### config.mk
export PLATFORM = sky130hd
export DESIGN_NAME = plr_muldiv
export DESIGN_NICKNAME = d
export VERILOG_FILES = /design/src/plr_pkg.sv /design/src/plr_muldiv.sv
export SDC_FILE = /design/constraint.sdc
export NUM_CORES = 1
export LEC_CHECK = 0
export ABC_CLOCK_PERIOD_IN_PS = 19900
export BUFFER_PORTS_ARGS = -buffer_cell sky130_fd_sc_hd__buf_2
export CAP_MARGIN = 20
export CORE_ASPECT_RATIO = 0.8
export CORE_UTILIZATION = 50
export DETAILED_ROUTE_END_ITERATION = 8
export MAX_ROUTING_LAYER = met4
export PLACE_DENSITY = 0.66
export SLEW_MARGIN = 20
export SYNTH_ARGS = -nofsm -noshare
export SYNTH_HDL_FRONTEND = slang
export SYNTH_SLANG_ARGS = --single-unit
### constraint.sdc
create_clock -name clk -period 19.9 [get_ports clk]
set_input_delay 0 -clock clk [delete_from_list [all_inputs] [get_ports clk]]
set_output_delay 0 -clock clk [all_outputs]
set_load 0.005 [all_outputs]
### src/plr_pkg.sv
package plr_pkg;

	localparam int DEF_MAX_POINTS = 64;
	localparam int DEF_VALUE_BITS = 32;

	localparam int PC_BITS = 7;
	localparam int EM_BITS = 16;
	localparam int IDX_BITS = 6;
	localparam int CFG_IDX_BITS = 1;
	localparam int CFG_DATA_BITS = 16;

	localparam logic CMD_LOAD = 1'b0;
	localparam logic CMD_QUERY = 1'b1;

	localparam logic [CFG_IDX_BITS-1:0] CFG_POINT_COUNT = 1'd0;
	localparam logic [CFG_IDX_BITS-1:0] CFG_EDGE_MARGIN = 1'd1;

	typedef enum logic [1:0] {
		STATUS_OK,
		STATUS_EMPTY,
		STATUS_ZERO_SEG,
		STATUS_LOAD_DONE
	} status_t;

endpackage

### src/plr_muldiv.sv
module plr_muldiv #(
	parameter int VALUE_BITS = plr_pkg::DEF_VALUE_BITS
) (
	input  logic                  clk,
	input  logic                  arst_n,
	input  logic                  start,
	input  logic [VALUE_BITS:0]   mag_dd,
	input  logic [VALUE_BITS:0]   mag_dq,
	input  logic [VALUE_BITS:0]   mag_dl,
	output logic                  done,
	output logic [VALUE_BITS+1:0] quotient
);
	import plr_pkg::*;

	localparam int MW = VALUE_BITS + 1;
	localparam int H = (MW + 1) / 2;
	localparam int AW = 4 * H;
	localparam int DW = 2 * MW - 1;
	localparam int QW = VALUE_BITS + 2;
	localparam int DCW = $clog2(DW + 1);

	typedef enum logic [1:0] {
		MD_IDLE,
		MD_MUL,
		MD_DIV
	} md_state_t;

	md_state_t          state_q;
	logic [2:0]         mul_cnt_q;
	logic [DCW-1:0]     div_cnt_q;
	logic               done_q;
	logic [2*H-1:0]     a_q;
	logic [2*H-1:0]     b_q;
	logic [MW-1:0]      den_q;
	logic [MW-1:0]      rem_q;
	logic [2*H-1:0]     pp_q;
	logic [1:0]         sh_q;
	logic [AW-1:0]      acc_q;
	logic [H-1:0]       a_part;
	logic [H-1:0]       b_part;
	logic [AW-1:0]      pp_shifted;
	logic [MW:0]        trial;
	logic               trial_ge;
	logic [MW-1:0]      rem_next;
	logic [QW-1:0]      qmax;

	assign a_part = mul_cnt_q[1] ? a_q[2*H-1:H] : a_q[H-1:0];
	assign b_part = mul_cnt_q[0] ? b_q[2*H-1:H] : b_q[H-1:0];

	always_comb begin
		case (sh_q)
			2'd0:    pp_shifted = AW'(pp_q);
			2'd1:    pp_shifted = AW'(pp_q) << H;
			default: pp_shifted = AW'(pp_q) << (2 * H);
		endcase
	end

	assign trial = {rem_q, acc_q[DW-1]};
	assign trial_ge = trial >= {1'b0, den_q};
	assign rem_next = trial_ge ? MW'(trial - {1'b0, den_q}) : MW'(trial);

	assign qmax = {1'b1, {(QW-1){1'b0}}};
	assign quotient = (acc_q[DW-1:0] >= DW'(qmax)) ? qmax : QW'(acc_q[DW-1:0]);
	assign done = done_q;

	always_ff @(posedge clk or negedge arst_n) begin
		if (!arst_n) begin
			state_q <= MD_IDLE;
			mul_cnt_q <= '0;
			div_cnt_q <= '0;
			done_q <= 1'b0;
		end else begin
			done_q <= 1'b0;
			case (state_q)
				MD_IDLE: begin
					if (start) begin
						mul_cnt_q <= '0;
						state_q <= MD_MUL;
					end
				end
				MD_MUL: begin
					mul_cnt_q <= mul_cnt_q + 3'd1;
					if (mul_cnt_q == 3'd4) begin
						div_cnt_q <= '0;
						state_q <= MD_DIV;
					end
				end
				MD_DIV: begin
					div_cnt_q <= div_cnt_q + DCW'(1);
					if (div_cnt_q == DCW'(DW - 1)) begin
						done_q <= 1'b1;
						state_q <= MD_IDLE;
					end
				end
				default: begin
					state_q <= MD_IDLE;
				end
			endcase
		end
	end

	always_ff @(posedge clk) begin
		case (state_q)
			MD_IDLE: begin
				if (start) begin
					a_q <= (2*H)'(mag_dd);
					b_q <= (2*H)'(mag_dq);
					den_q <= mag_dl;
					rem_q <= '0;
					acc_q <= '0;
				end
			end
			MD_MUL: begin
				if (mul_cnt_q != 3'd4) begin
					pp_q <= a_part * b_part;
					sh_q <= {1'b0, mul_cnt_q[1]} + {1'b0, mul_cnt_q[0]};
				end
				if (mul_cnt_q != 3'd0) begin
					acc_q <= acc_q + pp_shifted;
				end
			end
			MD_DIV: begin
				rem_q <= rem_next;
				acc_q[DW-1:0] <= {acc_q[DW-2:0], trial_ge};
			end
			default: begin
			end
		endcase
	end

endmodule
==> reports/metrics.cfg <==
[synthesis]
synth_area_leaders=edfxtp_1 28%, fa_1 18%, ha_1 10%
synth.distinct_cells=77
synth_edf_count=233
yosysTopAreaCell=edfxtp_1
syn-num-nets=3236
synth_cells=2695
syn_area_per_cell_um2=9.43
synthAdderAreaFrac=0.283
synth_compound_area_frac=0.124
synthSimpleGateAreaFrac=0.150
synth_top_family_by_area=adder cells
ys_ff_latch=246
synthArstFlopShare=0.0528
synth_top_area_frac=0.275
yosysWarnings=0
ys.flop_type=edfxtp_1
syn_area_um2=25400
synth-seq-area-share=0.288
synth_xor_area_frac=0.0417
synth_mux_area_frac=0.0450

[grt]
antenna_found_initial=0
grt_max_degree=77
gr-total-overflow=0
grt_pass1_wl_um=112000
grt_pass1_vias=20200
grt_usage=0.288

[sta]
hold_violations=0
min_period_ns=7.61
slew_headroom=0.229
finalCritPeriodShare=0.382
fin_ws_ns=12.29
tns_ns=0
skew_ns=0.0161
slew_viol_final=0
worst_pin_slew_ns=1.12
final-setup-viol-count=0
rsz0062_at_grt=no
fmax_ghz=0.131

[run_status]
outcome=finished clean

[route]
drc=0
routed_wl_um=71200
wl_per_cell_um=19.9
ant_nets=0
drt_iter0_drc=1644
viasPerCell=5.62
first_pass_iters=5
vias=20100

[worst_hold_path]
hold_path.class=in2reg
hold_depth=2

[final_layout]
fin_nets=3429
syn_to_final_growth_pct=12.8
antennaDiodeCount=0
nFillCells=4401
drive_gt1_frac=0.0898
multi_input_area_um2=16300
layout_commonest_cell=inv_1
regArea_um2=7320
final_cell_mix=356 x inv_1, 333 x nand2_1, 246 x nor2_1

[clock_tree]
clock_sinks=246
cts_setup_buffers=0
clockBufferDepth=3
cts_buffers=28
cts-root-buf=clkbuf_16
clkSlewWorstSetupHoldPaths_ns=0.07
cts_htree_levels=1
cts_resized=0
cts_tree=yes
cts_hold_buf=102
clock_latency_ns=0.59

[floorplanning]
io_pins=137
die-height_um=204
die_w_um=254
die-area_um2=51700
start_util=0.508
coreArea_um2=50000
rows=73

[setup_path]
crit_type=reg2reg
end_kind=flop
cp.arrival_ns=7.96
cp_max_fo=35
crit_required_ns=20.25
start_kind=flop
rr_worst_depth=23

[flow_run]
drv_cap=0

[placement]
dp_slack_ns=12.34
hpwl_um=54900
globalplace.congestion=0.989
portBuffers=136

==> path summary, 6_finish.rpt <==
path / end / slack, ns / startpoint
max in group asynchronous: mul_cnt_q[0]$_DFFE_PN0P_ / 18.80 / arst_n
hold / removal: den_q[21]$_DFFE_PP_ / 0.12 / mag_dl[21]
hold reg to reg: div_cnt_q[6]$_DFFE_PN0P_ / 0.56 / div_cnt_q[6]$_DFFE_PN0P_
setup / recovery: pp_q[30]$_DFFE_PP_ / 12.29 / mul_cnt_q[1]$_DFFE_PN0P_
min in group asynchronous: done$_DFF_PN0_ / 0.59 / arst_n
setup reg to reg: pp_q[30]$_DFFE_PP_ / 12.29 / mul_cnt_q[1]$_DFFE_PN0P_
==> critical path, cell delays in order, from the launching register on <==
cell	delay [ns]
dfrtp_1	0.32
buf_4	0.42
mux2i_1	0.98
nor2_1	0.15
fa_1	0.59
inv_1	0.05
fa_1	0.48
inv_1	0.06
fa_1	0.53
fa_1	0.52
fa_1	0.55
inv_1	0.06
fa_1	0.52
inv_1	0.04
ha_1	0.36
a21o_1	0.18
a21o_1	0.19
a21oi_1	0.20
a2bb2oi_1	0.22
a31o_2	0.20
o21ai_0	0.13
a21o_1	0.22
a21o_1	0.18
xor2_1	0.13
==> synth_stat cells (23+ instances only) <==
| cell | number |
|---|---|
| clkbuf_1 | 86 |
| fa_1 | 226 |
| and2_1 | 76 |
| ha_1 | 213 |
| edfxtp_1 | 233 |
| o21ai_0 | 109 |
| mux2i_1 | 77 |
| nor2b_1 | 43 |
| mux2_2 | 33 |
| nor2_1 | 246 |
| a21o_1 | 52 |
| a22oi_1 | 23 |
| inv_1 | 356 |
| a21oi_1 | 122 |
| nand3_1 | 37 |
| nand2_1 | 333 |
| xnor2_1 | 79 |
| xor2_1 | 42 |
| nand4_1 | 24 |
==> kinds of logic after synthesis <==
| kind of cell | after synthesis |
|---|---|
| xor gates and xnor gates | 121 |
| DFF | 246 |
| buffers and inverters | 453 |
| muxes | 110 |
| AOI/OAI and AO/OA | 482 |
| and+or+nand+nor | 844 |
| adders and majority gates | 439 |
==> registers in the layout (all words and copies together), names as in the netlist, 2 cells and up <==
register	flops
div_cnt_q	7
b_q	33
pp_q	34
sh_q	2
state_q	2
den_q	33
a_q	33
rem_q	33
mul_cnt_q	3
acc_q	65
==> layout make-up <==
cell class | count | share of cell area
clock buffers | 31 | 0.0249
clock inverters | 19 | 0.00764
inverters | 356 | 0.0466
multi-input cells | 1996 | 0.571
flip-flops and latches | 246 | 0.256
well taps | 675 | 0.0295
repair buffers | 260 | 0.0652
==> routing by layer <==
layer,wire (µm),GRT usage
met1,33500,0.416
met2,29700,0.414
met3,6170,0.0564
met4,1880,0.0699
met5,0,-
==> through the flow <==
| step | cell area [µm²] | hold slack, ns | util | cells |
|---|---|---|---|---|
| 6_report | 28600 | 0.116 | 0.573 | 3583 |
| 5_1_grt | 28600 | 0.104 | 0.573 | 3583 |
| 4_1_cts | 28600 | 0.0782 | 0.573 | 3583 |
| 3_5_place_dp | 26700 | -0.0660 | 0.534 | 3431 |
| 3_3_place_gp | 26700 | -0.0646 | 0.534 | 3431 |
| 2_1_floorplan | 25400 | -0.296 | - | 2695 |
Power is not shown: default switching activity piles up to over one toggle a cycle in this logic, so the estimate is an artifact.
